`config.mk`:
```
export PLATFORM = sky130hd
export DESIGN_NAME = automatic_gain_control
export DESIGN_NICKNAME = d
export VERILOG_FILES = /design/src/hdl/agc_pkg.sv /design/src/hdl/agc_regs.sv /design/src/hdl/agc_ctrl.sv /design/src/hdl/agc_dp.sv /design/src/hdl/automatic_gain_control.sv
export SDC_FILE = /design/constraint.sdc
export NUM_CORES = 2
export LEC_CHECK = 0
export BUFFER_PORTS_ARGS = -buffer_cell sky130_fd_sc_hd__buf_4
export CORE_MARGIN = 10
export CORE_UTILIZATION = 35
export CTS_BUF_LIST = sky130_fd_sc_hd__clkbuf_8
export DETAILED_ROUTE_END_ITERATION = 6
export RECOVER_POWER = 50
export SYNTH_ARGS = -nofsm -noshare
export SYNTH_HDL_FRONTEND = slang
export SYNTH_HIERARCHICAL = 1
export SYNTH_SLANG_ARGS = --single-unit
export TNS_END_PERCENT = 50
```
`constraint.sdc`:
```
create_clock -name clk -period 19.05 [get_ports clk]
set_input_delay 1.905 -clock clk [delete_from_list [all_inputs] [get_ports clk]]
set_output_delay 1.905 -clock clk [all_outputs]
set_load 0.01 [all_outputs]
```
`src/hdl/agc_pkg.sv`:
```
// ----------------------------------------------------------------------------
// agc_pkg
// Shared types and constants of the automatic gain control block.
// ----------------------------------------------------------------------------
package agc_pkg;

  localparam int SAMPLE_W  = 16;
  localparam int GAIN_W    = 32;
  localparam int LEVEL_W   = 15;
  localparam int RATE_W    = 16;
  localparam int CFG_IDX_W = 3;
  localparam int CFG_DAT_W = 16;

  // one quotient bit per step: (target << 16) / (|x| + 1) has 31 bits
  localparam int DIV_STEPS = LEVEL_W + 16;
  localparam int Q_W       = DIV_STEPS;
  localparam int CNT_W     = 5;
  localparam int REM_W     = SAMPLE_W + 1;

  localparam int MUL_A_W = GAIN_W;
  localparam int MUL_B_W = RATE_W + 1;
  localparam int P_W     = MUL_A_W + MUL_B_W;
  localparam int SUM_W   = P_W + 1;

  localparam logic [GAIN_W-1:0]  GAIN_ONE = 32'd65536;
  localparam logic [MUL_B_W-1:0] W_ONE    = 17'd65536;
  localparam logic [SUM_W-1:0]   ROUND    = 50'd32768;

  localparam logic [LEVEL_W-1:0] TARGET_RST = 15'd16384;
  localparam logic [RATE_W-1:0]  ATTACK_RST = 16'd328;
  localparam logic [RATE_W-1:0]  DECAY_RST  = 16'd65470;
  localparam logic [LEVEL_W-1:0] THRESH_RST = 15'd164;
  localparam logic [RATE_W-1:0]  SCALE_RST  = 16'd6554;

  typedef enum logic [CFG_IDX_W-1:0] {
    REG_TARGET  = 3'd0,
    REG_ATTACK  = 3'd1,
    REG_DECAY   = 3'd2,
    REG_THRESH  = 3'd3,
    REG_SCALE   = 3'd4
  } reg_idx_t;

  typedef struct packed {
    logic [LEVEL_W-1:0] target;
    logic [RATE_W-1:0]  attack;
    logic [RATE_W-1:0]  decay;
    logic [LEVEL_W-1:0] thresh;
    logic [RATE_W-1:0]  scale;
  } cfg_t;

  // datapath commands, at most one set per cycle
  typedef struct packed {
    logic load;
    logic div_step;
    logic mul_g;
    logic mul_d;
    logic upd;
    logic mul_y;
    logic sat;
    logic mul_s;
    logic fin;
  } cmd_t;

endpackage

```
`src/hdl/agc_regs.sv`:
```
// ----------------------------------------------------------------------------
// agc_regs
// Configuration register file, written by index.
// ----------------------------------------------------------------------------
module agc_regs (
  input  logic                            clk,
  input  logic                            rst_n,
  input  logic                            cfg_valid,
  input  logic [agc_pkg::CFG_IDX_W-1:0]   cfg_index,
  input  logic [agc_pkg::CFG_DAT_W-1:0]   cfg_data,
  output agc_pkg::cfg_t                   cfg
);
  import agc_pkg::*;

  cfg_t cfg_r;
  cfg_t cfg_nxt;

  always_comb begin
    cfg_nxt = cfg_r;
    if (cfg_valid) begin
      case (cfg_index)
        REG_TARGET: cfg_nxt.target = cfg_data[LEVEL_W-1:0];
        REG_ATTACK: cfg_nxt.attack = cfg_data[RATE_W-1:0];
        REG_DECAY:  cfg_nxt.decay  = cfg_data[RATE_W-1:0];
        REG_THRESH: cfg_nxt.thresh = cfg_data[LEVEL_W-1:0];
        REG_SCALE:  cfg_nxt.scale  = cfg_data[RATE_W-1:0];
        default:    cfg_nxt = cfg_r;
      endcase
    end
  end

  always_ff @(posedge clk) begin
    if (!rst_n) begin
      cfg_r.target <= TARGET_RST;
      cfg_r.attack <= ATTACK_RST;
      cfg_r.decay  <= DECAY_RST;
      cfg_r.thresh <= THRESH_RST;
      cfg_r.scale  <= SCALE_RST;
    end else begin
      cfg_r <= cfg_nxt;
    end
  end

  assign cfg = cfg_r;

endmodule

```
`src/hdl/agc_ctrl.sv`:
```
// ----------------------------------------------------------------------------
// agc_ctrl
// Sequencer: divide steps, shared multiplier passes, output handoff.
// ----------------------------------------------------------------------------
module agc_ctrl (
  input  logic          clk,
  input  logic          rst_n,
  input  logic          in_tvalid,
  output logic          in_tready,
  output logic          out_tvalid,
  input  logic          out_tready,
  output agc_pkg::cmd_t cmd
);
  import agc_pkg::*;

  typedef enum logic [3:0] {
    S_IDLE, S_DIV, S_MULG, S_MULD, S_UPD, S_MULY, S_SAT, S_MULS, S_FIN
  } state_t;

  state_t           state_r, state_nxt;
  logic [CNT_W-1:0] cnt_r, cnt_nxt;
  logic             ovld_r, ovld_nxt;
  logic             slot_free;

  assign slot_free = !ovld_r || out_tready;

  always_comb begin
    state_nxt = state_r;
    cnt_nxt   = cnt_r;
    ovld_nxt  = ovld_r && !out_tready;
    cmd       = '0;
    case (state_r)
      S_IDLE: begin
        if (in_tvalid) begin
          cmd.load  = 1'b1;
          cnt_nxt   = '0;
          state_nxt = S_DIV;
        end
      end
      S_DIV: begin
        cmd.div_step = 1'b1;
        cnt_nxt      = cnt_r + 1'b1;
        if (cnt_r == CNT_W'(DIV_STEPS - 1)) begin
          state_nxt = S_MULG;
        end
      end
      S_MULG: begin
        cmd.mul_g = 1'b1;
        state_nxt = S_MULD;
      end
      S_MULD: begin
        cmd.mul_d = 1'b1;
        state_nxt = S_UPD;
      end
      S_UPD: begin
        cmd.upd   = 1'b1;
        state_nxt = S_MULY;
      end
      S_MULY: begin
        cmd.mul_y = 1'b1;
        state_nxt = S_SAT;
      end
      S_SAT: begin
        cmd.sat   = 1'b1;
        state_nxt = S_MULS;
      end
      S_MULS: begin
        cmd.mul_s = 1'b1;
        state_nxt = S_FIN;
      end
      S_FIN: begin
        // hold the finished result until the output register frees up
        if (slot_free) begin
          cmd.fin   = 1'b1;
          ovld_nxt  = 1'b1;
          state_nxt = S_IDLE;
        end
      end
      default: state_nxt = S_IDLE;
    endcase
  end

  always_ff @(posedge clk) begin
    if (!rst_n) begin
      state_r <= S_IDLE;
      cnt_r   <= '0;
      ovld_r  <= 1'b0;
    end else begin
      state_r <= state_nxt;
      cnt_r   <= cnt_nxt;
      ovld_r  <= ovld_nxt;
    end
  end

  assign in_tready  = (state_r == S_IDLE);
  assign out_tvalid = ovld_r;

endmodule

```
`src/hdl/agc_dp.sv`:
```
// ----------------------------------------------------------------------------
// agc_dp
// Datapath: restoring divider, shared 32x17 multiplier, gain state, output.
// ----------------------------------------------------------------------------
module agc_dp (
  input  logic                           clk,
  input  logic                           rst_n,
  input  agc_pkg::cmd_t                  cmd,
  input  agc_pkg::cfg_t                  cfg,
  input  logic [agc_pkg::SAMPLE_W-1:0]   in_sample,
  input  logic                           in_block_start,
  output logic [agc_pkg::SAMPLE_W-1:0]   out_sample,
  output logic [agc_pkg::GAIN_W-1:0]     out_gain,
  output logic [agc_pkg::GAIN_W-1:0]     cur_gain
);
  import agc_pkg::*;

  logic                neg_r;
  logic [SAMPLE_W-1:0] xmag_r;
  logic [REM_W-1:0]    dsor_r;
  logic [REM_W-1:0]    rem_r;
  logic [Q_W-1:0]      dvd_r;
  logic [GAIN_W-1:0]   gain_r;
  logic                lower_r;
  logic [P_W-1:0]      p_r;
  logic [P_W-1:0]      acc_r;
  logic [SAMPLE_W-1:0] y_r;
  logic                sil_r;
  logic [SAMPLE_W-1:0] osamp_r;
  logic [GAIN_W-1:0]   ogain_r;

  logic [SAMPLE_W-1:0] in_mag;
  logic [REM_W-1:0]    trial;
  logic                ge;
  logic                lower;
  logic [MUL_A_W-1:0]  mul_a;
  logic [MUL_B_W-1:0]  mul_b;
  logic [SUM_W-1:0]    upd_sum;
  logic [SUM_W-1:0]    rnd_p;
  logic [SUM_W-17:0]   ymag;
  logic [SUM_W-17:0]   ylim;
  logic [SAMPLE_W-1:0] yfin;

  assign in_mag = in_sample[SAMPLE_W-1] ? (SAMPLE_W'(0) - in_sample) : in_sample;

  // restoring divide, one quotient bit shifted into the dividend per step
  assign trial = {rem_r[REM_W-2:0], dvd_r[Q_W-1]};
  assign ge    = (trial >= dsor_r);

  assign lower = ({{(GAIN_W-Q_W){1'b0}}, dvd_r} < gain_r);

  always_comb begin
    mul_a = '0;
    mul_b = '0;
    if (cmd.mul_g) begin
      mul_a = gain_r;
      mul_b = lower ? (W_ONE - {1'b0, cfg.attack}) : {1'b0, cfg.decay};
    end else if (cmd.mul_d) begin
      mul_a = {{(MUL_A_W-Q_W){1'b0}}, dvd_r};
      mul_b = lower_r ? {1'b0, cfg.attack} : (W_ONE - {1'b0, cfg.decay});
    end else if (cmd.mul_y) begin
      mul_a = gain_r;
      mul_b = {1'b0, xmag_r};
    end else if (cmd.mul_s) begin
      mul_a = {{(MUL_A_W-SAMPLE_W){1'b0}}, y_r};
      mul_b = {1'b0, cfg.scale};
    end
  end

  assign upd_sum = {1'b0, acc_r} + {1'b0, p_r} + ROUND;
  assign rnd_p   = {1'b0, p_r} + ROUND;
  assign ymag    = rnd_p[SUM_W-1:16];
  assign ylim    = neg_r ? (SUM_W-16)'(32768) : (SUM_W-16)'(32767);
  assign yfin    = sil_r ? rnd_p[31:16] : y_r;

  always_ff @(posedge clk) begin
    if (!rst_n) begin
      gain_r <= GAIN_ONE;
    end else if (cmd.load && in_block_start) begin
      gain_r <= GAIN_ONE;
    end else if (cmd.upd) begin
      gain_r <= upd_sum[GAIN_W+15:16];
    end
  end

  always_ff @(posedge clk) begin
    if (cmd.load) begin
      neg_r  <= in_sample[SAMPLE_W-1];
      xmag_r <= in_mag;
      dsor_r <= {1'b0, in_mag} + REM_W'(1);
      rem_r  <= '0;
      dvd_r  <= {cfg.target, 16'd0};
    end
    if (cmd.div_step) begin
      rem_r <= ge ? (trial - dsor_r) : trial;
      dvd_r <= {dvd_r[Q_W-2:0], ge};
    end
    if (cmd.mul_g) begin
      lower_r <= lower;
    end
    if (cmd.mul_g || cmd.mul_d || cmd.mul_y || cmd.mul_s) begin
      p_r <= P_W'(mul_a) * P_W'(mul_b);
    end
    if (cmd.mul_d) begin
      acc_r <= p_r;
    end
    if (cmd.sat) begin
      y_r <= (ymag > ylim) ? ylim[SAMPLE_W-1:0] : ymag[SAMPLE_W-1:0];
    end
    if (cmd.mul_s) begin
      sil_r <= (y_r < {1'b0, cfg.thresh});
    end
    if (cmd.fin) begin
      osamp_r <= neg_r ? (SAMPLE_W'(0) - yfin) : yfin;
      ogain_r <= gain_r;
    end
  end

  assign out_sample = osamp_r;
  assign out_gain   = ogain_r;
  assign cur_gain   = gain_r;

endmodule

```
`src/hdl/automatic_gain_control.sv`:
```
// ----------------------------------------------------------------------------
// automatic_gain_control
// Attack/decay audio gain control with a silence clamp.
// ----------------------------------------------------------------------------
// Usage:
//   in_tdata carries one signed Q1.15 sample; in_tuser[0] marks the start of
//   a block and resets the kept gain to 1.0 before that sample is used.
//   out_tdata returns the gain-applied sample and the Q16.16 gain it used.
//   cfg_* writes the five setup registers by index; write only when idle.
// Processing:
//   an accepted item passes through the bit-serial divider that forms the
//   desired gain, then 7 steps of multiplier passes, gain update,
//   saturation and handoff.
//   one item is worked on at a time; the next word is taken only in the
//   idle state, after the previous item has been handed off.
// Reset:
//   rst_n low restores the setup registers to their defaults, the gain to 1.0
//   and empties the output register.
// Stall:
//   a finished result sits in the output register; the next sample is taken
//   and processed meanwhile, and waits in its last step if the slot is full.
// ----------------------------------------------------------------------------
module automatic_gain_control (
  input  logic        clk,
  input  logic        rst_n,
  input  logic        in_tvalid,
  output logic        in_tready,
  input  logic [15:0] in_tdata,   // [15:0] sample_in
  input  logic [0:0]  in_tuser,   // [0] block_start
  output logic        out_tvalid,
  input  logic        out_tready,
  output logic [47:0] out_tdata,  // [15:0] sample_out, [47:16] gain_used
  input  logic        cfg_valid,
  output logic        cfg_ready,
  input  logic [2:0]  cfg_index,
  input  logic [15:0] cfg_data
);
  import agc_pkg::*;

  cfg_t                cfg;
  cmd_t                cmd;
  logic [SAMPLE_W-1:0] out_sample;
  logic [GAIN_W-1:0]   out_gain;
  logic [GAIN_W-1:0]   cur_gain;

  assign cfg_ready = 1'b1;

  agc_regs u_regs (
    .clk       (clk),
    .rst_n     (rst_n),
    .cfg_valid (cfg_valid),
    .cfg_index (cfg_index),
    .cfg_data  (cfg_data),
    .cfg       (cfg)
  );

  agc_ctrl u_ctrl (
    .clk        (clk),
    .rst_n      (rst_n),
    .in_tvalid  (in_tvalid),
    .in_tready  (in_tready),
    .out_tvalid (out_tvalid),
    .out_tready (out_tready),
    .cmd        (cmd)
  );

  agc_dp u_dp (
    .clk            (clk),
    .rst_n          (rst_n),
    .cmd            (cmd),
    .cfg            (cfg),
    .in_sample      (in_tdata),
    .in_block_start (in_tuser[0]),
    .out_sample     (out_sample),
    .out_gain       (out_gain),
    .cur_gain       (cur_gain)
  );

  assign out_tdata = {out_gain, out_sample};

  // a word is taken only at load, so ready drops right after
  a_one_at_a_time: assert property (@(posedge clk) disable iff (!rst_n)
    (in_tvalid && in_tready) |=> !in_tready)
    else $error("input accepted while an item is in flight");

  a_block_start_gain: assert property (@(posedge clk) disable iff (!rst_n)
    (in_tvalid && in_tready && in_tuser[0]) |=> (cur_gain == GAIN_ONE))
    else $error("block start did not reset gain");

  a_result_from_fin: assert property (@(posedge clk) disable iff (!rst_n)
    $rose(out_tvalid) |-> $past(cmd.fin))
    else $error("result appeared without a finish step");

  a_single_cmd: assert property (@(posedge clk) disable iff (!rst_n)
    $onehot0(cmd))
    else $error("more than one datapath command at once");

endmodule
```
Word level (Yosys, flattened, before mapping)
Index checks and enable logic that the tools add are counted.

storage, ports and cells
  flip-flop bits (word level) = 364
  input port bits = 41

cells by class
  equal/unequal tests = 16
  muxes and demuxes = 39
  multiply operators = 1
  bitwise gates (word level) = 1
  add/sub/neg operators = 10
  reductions and logical operators = 20
  $lt $le $gt $ge = 4

operators with widths
  operator                                              number
  two-way mux 16 bit                                    10
  two-way mux 32 bit                                    3
  two-way mux 17 bit                                    5
  two-way mux 31 bit                                    2
  adder 49 x 16 -> 50 bit (second input constant)       1
  multiplier 32 x 17 -> 49 bit                          1
  adder 48 x 16 -> 48 bit (second input constant)       1
  adder 48 bit                                          1
  one-hot mux 4 bit (9 select lines)                    1
  greater-than comparator 34 bit                        1
  subtractor 17 x 16 -> 17 bit (first input constant)   2
  less-than comparator 31 x 32 -> 1 bit                 1
  subtractor 1 x 16 -> 16 bit (first input constant)    2
  adder 16 x 1 -> 17 bit (second input constant)        1
  greater-or-equal comparator 17 bit                    1
  equality test 4 x 3 -> 1 bit (second input constant)  4
  less-than comparator 16 x 15 -> 1 bit                 1
  subtractor 16 bit                                     1
  two-way mux 1 bit                                     13
  two-way mux 4 bit                                     3
  AND reduction 2 bit                                   6
  one-hot mux 5 bit (2 select lines)                    1
  equality test 4 x 2 -> 1 bit (second input constant)  2
  equality test 3 x 2 -> 1 bit (second input constant)  2
  other kinds (18)                                      25

Logic depth before layout (Yosys ltp)
  depth in word-level cells = 7
  gate-level depth with buffers = 37

By module
Netlist, hierarchy kept.

by module, submodules not included
  module                  area each (sq um)  cells each  times used  seq. area each (sq um)
  agc_dp                  35252.6            3808        1           7967.6
  agc_regs                3029.2             292         1           1561.5
  agc_ctrl                571.8              68          1           200.2
  automatic_gain_control  11.3               2           1           0.0

Worst setup path after synthesis
Ideal clock, no wire load.

  path type = register -> register
  start = reg u_ctrl.state_r[0]
  end = reg u_dp.p_r[47], data pin
  data arrival time = 11253 ps
  required time = 18781 ps
  setup slack = 7528 ps
  stages on the path, launching flop included = 33
  clock period less this slack = 11522 ps
  cell sequence = dfxtp_1 buf_2 nand2_1 nor3_1 clkbuf_1 inv_1 nor2_1 clkbuf_1 clkbuf_1 a22oi_1 nand2_1 clkbuf_1 nand2_1 fa_1 inv_1 fa_1 fa_1 fa_1 fa_1 inv_1 fa_1 inv_1 ha_1 clkbuf_1 nand2_1 o21a_1 a211oi_1 a2bb2oi_1 nor4bb_1 a21oi_1 a211o_1 o31ai_1 xor2_1

RTL lines
  item                      line            text
  start: declaration        agc_ctrl.sv:20  state_t state_r, state_nxt;
  start signal: assignment  agc_ctrl.sv:89  state_r <= state_nxt;
  end signal: assignment    agc_dp.sv:102   p_r <= P_W'(mul_a) * P_W'(mul_b);
  end: declaration          agc_dp.sv:25    logic [P_W-1:0] p_r;

==> results.sh <==
export IMPL_outcome="finished with violations"
export IMPL_failed_checks="capacitance limit, slew limit"
export IMPL_crit_top_cell="fa_1"
export IMPL_root_buffer="clkbuf_8"
export IMPL_timing_rr_end="u_dp/p_r[45]$_DFFE_PP_"
export IMPL_crit_slowest_cell="clkbuf_1"
export IMPL_reg2regPathDepth=28
export IMPL_relSlewSlack_pct=-150.6
export IMPL_die_h_um=353.2
export IMPL_hold_path_class="reg -> reg"
export IMPL_grt_pass1_vias=30610
export IMPL_synth_nets=4960
export IMPL_max_freq_mhz=83.45
export IMPL_critPathLaunchType="flop"
export IMPL_crit_fanout=58
export IMPL_ys_types=88
export IMPL_clock_power_share_pct=33.8
export IMPL_hold_violations=0
export IMPL_wl_per_cell_um=20.54
export IMPL_synth_edff_count=244
export IMPL_grt_pass1_wl_um=182200
export IMPL_wl_um=117500
export IMPL_grt_usage_pct=18.60
export IMPL_grt_ovfl_total=0
export IMPL_synthArstFlopShare_pct=0
export IMPL_synth_area_um2=38860
export IMPL_port_buffers=90
export IMPL_fin_crit_ns=11.98
export IMPL_synth_seq_cells=364
export IMPL_cts_buffer_depth=3
export IMPL_cts_tree="yes"
export IMPL_final_cell_mix="inv_1 (679), nand2_1 (513), fa_1 (450)"
export IMPL_worstHoldPathCells=2
export IMPL_ant_nets=0
export IMPL_core_area_um2=110500
export IMPL_ys_flop_type="edfxtp_1"
export IMPL_drtIter0Drc=2760
export IMPL_dieArea_um2=124800
export IMPL_final_util_pct=38.44
export IMPL_htree_levels=3
export IMPL_hpwl_um=90490
export IMPL_cts_sinks=364
export IMPL_min_from="u_regs/cfg[6]$_SDFFE_PN0P_"
export IMPL_syn_inst=4170
export IMPL_syn_to_final_growth_pct=9.317
export IMPL_dr_pass1_iters=7
export IMPL_post_synth_cell_area_avg_um2=9.320
export IMPL_combPwrFrac_pct=26.7
export IMPL_via_count=29960
export IMPL_drv_cap=8
export IMPL_fin_setup_tns_ns=0
export IMPL_cts_setup_buffers=0
export IMPL_fin_nets=4964
export IMPL_required_ns=19.43
export IMPL_io_pins=92
export IMPL_reg2reg_slack_ns=7.07
export IMPL_clkSlewWorstSetupHoldPaths_ns=0.06
export IMPL_gp_congestion=0.9007
export IMPL_slew_violations=354
export IMPL_power_switching_uw=841.3
export IMPL_cts_hold_buffers=0
export IMPL_ys_warn_count=6
export IMPL_final_period_utilization_pct=62.91
export IMPL_row_count=122
export IMPL_cts_inserted_buffers=68
export IMPL_antenna_found_initial=3
export IMPL_seqPwrFrac_pct=39.6
export IMPL_drc=0
export IMPL_layout_drive_gt1_share_pct=7.072
export IMPL_cts_resized=0
export IMPL_layout_commonest_cell="inv_1"
export IMPL_dieWidth_um=353.2
export IMPL_setup_viol=0
export IMPL_cp_arrival_ns=12.37
export IMPL_internal_power_uw=1617
export IMPL_skew_ns=0.04817
export IMPL_grt_max_degree=65
export IMPL_clk_latency_ns=0.66
export IMPL_ys_seq_area_share_pct=25.03
export IMPL_avgViaCountPerCell=5.237
export IMPL_worstHoldEndpoint="u_regs/cfg[6]$_SDFFE_PN0P_"
export IMPL_timing_rr_start="u_ctrl/state_r[0]$_SDFFE_PN0P_"
export IMPL_initial_core_util_pct=35.17
export IMPL_worstMarginPinSlew_ns=3.758
export IMPL_nFillCells=11170
export IMPL_slowest_delay_ns=2.68
export IMPL_cp_end_kind="flop"
export IMPL_critPathKind="reg -> reg"
export IMPL_power_switching_share_pct=34.22
export IMPL_rsz0062_at_grt="false"
export IMPL_power_density_nw_per_um2=57.86
export IMPL_p_leak_uw=0.01897
export IMPL_vdd_drop_max_mv=0.04448
## routing by layer
metal | wire, µm | global-route usage (%) | vias up
li1 | - | - | 13730
met1 | 50720 | 24.57 | 14930
met2 | 53310 | 29.66 | 1058
met3 | 8551 | 3.883 | 231
met4 | 4897 | 7.192 | 0
met5 | 0 | 0 | -
## cells in the mapped netlist, types with 28 or more instances
| master | n | share of area (%) |
|---|---|---|
| a21oi_1 | 131 | 1.7 |
| dfxtp_1 | 120 | 6.2 |
| nand3_1 | 60 | 0.77 |
| inv_1 | 661 | 6.4 |
| nand4_1 | 37 | 0.60 |
| a22oi_1 | 36 | 0.70 |
| nor3_1 | 48 | 0.62 |
| a211oi_1 | 28 | 0.54 |
| ha_1 | 299 | 9.6 |
| xnor2_1 | 98 | 2.2 |
| nand2_1 | 513 | 5.0 |
| nand2b_1 | 61 | 0.98 |
| nor2_1 | 287 | 2.8 |
| mux2i_1 | 116 | 3.0 |
| nor2b_1 | 66 | 1.1 |
| a21o_1 | 81 | 1.6 |
| xor2_1 | 51 | 1.1 |
| and2_1 | 114 | 1.8 |
| edfxtp_1 | 244 | 19 |
| clkbuf_1 | 166 | 1.6 |
| o21ai_0 | 75 | 0.97 |
| fa_1 | 450 | 23 |
## power groups by stage
stage / sequential (µW) / combinational, µW / clock (µW)
6_report: 973 / 655 / 830
2_1_floorplan: 962 / 453 / 0
3_5_place_dp: 988 / 643 / 0
4_1_cts: 972 / 648 / 852
3_3_place_gp: 987 / 639 / 0
5_1_grt: 979 / 720 / 884
## registers in the layout, summed over array words and instances (netlist names)
register,flops
u_ctrl/cnt_r,5
u_ctrl/out_tvalid,1
u_ctrl/state_r,4
u_dp/acc_r,48
u_dp/cur_gain,32
u_dp/dsor_r,17
u_dp/dvd_r,31
u_dp/lower_r,1
u_dp/neg_r,1
u_dp/out_gain,32
u_dp/out_sample,16
u_dp/p_r,49
u_dp/rem_r,16
u_dp/sil_r,1
u_dp/xmag_r,16
u_dp/y_r,16
u_regs/cfg,78
## through the flow
| stage | total power [µW] | hold slack [ns] | setup WS [ns] | instance area (µm²) | std cells |
|---|---|---|---|---|---|
| 2_1_floorplan | 1415 | 0.4271 | 7.528 | 38860 | 4170 |
| 3_3_place_gp | 1627 | 0.4400 | 9.059 | 41090 | 5592 |
| 3_5_place_dp | 1631 | 0.4506 | 8.953 | 41090 | 5592 |
| 4_1_cts | 2472 | 0.4616 | 8.953 | 42560 | 5716 |
| 5_1_grt | 2582 | 0.4741 | 6.326 | 42480 | 5718 |
| 6_report | 2458 | 0.4601 | 7.067 | 42490 | 5720 |
## logic make-up (layout without fill, tap and decap cells)
logic type               count (synthesis)  after routing  share of synthesized area [%]
XOR/XNOR                               149            149                          3.358
other                                    2              6                        0.01932
buffers and inverters                  869            927                          8.605
flip-flops                             364            364                          25.03
AND/OR/NAND/NOR                       1322           1322                          16.30
multiplexers                           136            136                          3.567
AO/OA/AOI/OAI                          579            579                          10.31
adder cells (fa/ha/maj)                749            749                          32.81
## worst max-delay path, delay by kind of cell, from the launching register on
kind / cells / cell delay (ns)
adders and majority gates: 7 / 3.55
buffers and inverters: 6 / 3.71
AOI/OAI and AO/OA: 9 / 2.87
and+or+nand+nor: 5 / 0.90
DFF: 1 / 0.50
xor gates and xnor gates: 1 / 0.12
## cell type report
class	count	area [µm²]	share of cell area [%]
inverter	662	2485	5.849
clock inverter	46	390.4	0.9188
clock buffer	78	1074	2.527
timing repair buffer	141	1006	2.368
sequential	364	9729	22.90
multi-input combinational	2937	25930	61.03
antenna	4	10.01	0.02356
tap	1488	1862	4.382
## worst max path at each step
| stage | endpoint | startpoint |
|---|---|---|
| after detailed placement | u_dp/p_r[45]$_DFFE_PP_ | u_dp/cur_gain[17]$_SDFFE_PP0P_ |
| after global routing | u_dp/p_r[45]$_DFFE_PP_ | u_ctrl/state_r[0]$_SDFFE_PN0P_ |
| after global placement | u_dp/p_r[29]$_DFFE_PP_ | u_dp/cur_gain[17]$_SDFFE_PP0P_ |
| after floorplan | u_dp/p_r[47]$_DFFE_PP_ | u_ctrl/state_r[0]$_SDFFE_PN0P_ |
| after CTS | u_dp/p_r[45]$_DFFE_PP_ | u_dp/cur_gain[17]$_SDFFE_PP0P_ |
| final | u_dp/p_r[45]$_DFFE_PP_ | u_ctrl/state_r[0]$_SDFFE_PN0P_ |
Note: power is estimated with default switching activity, not from simulation.
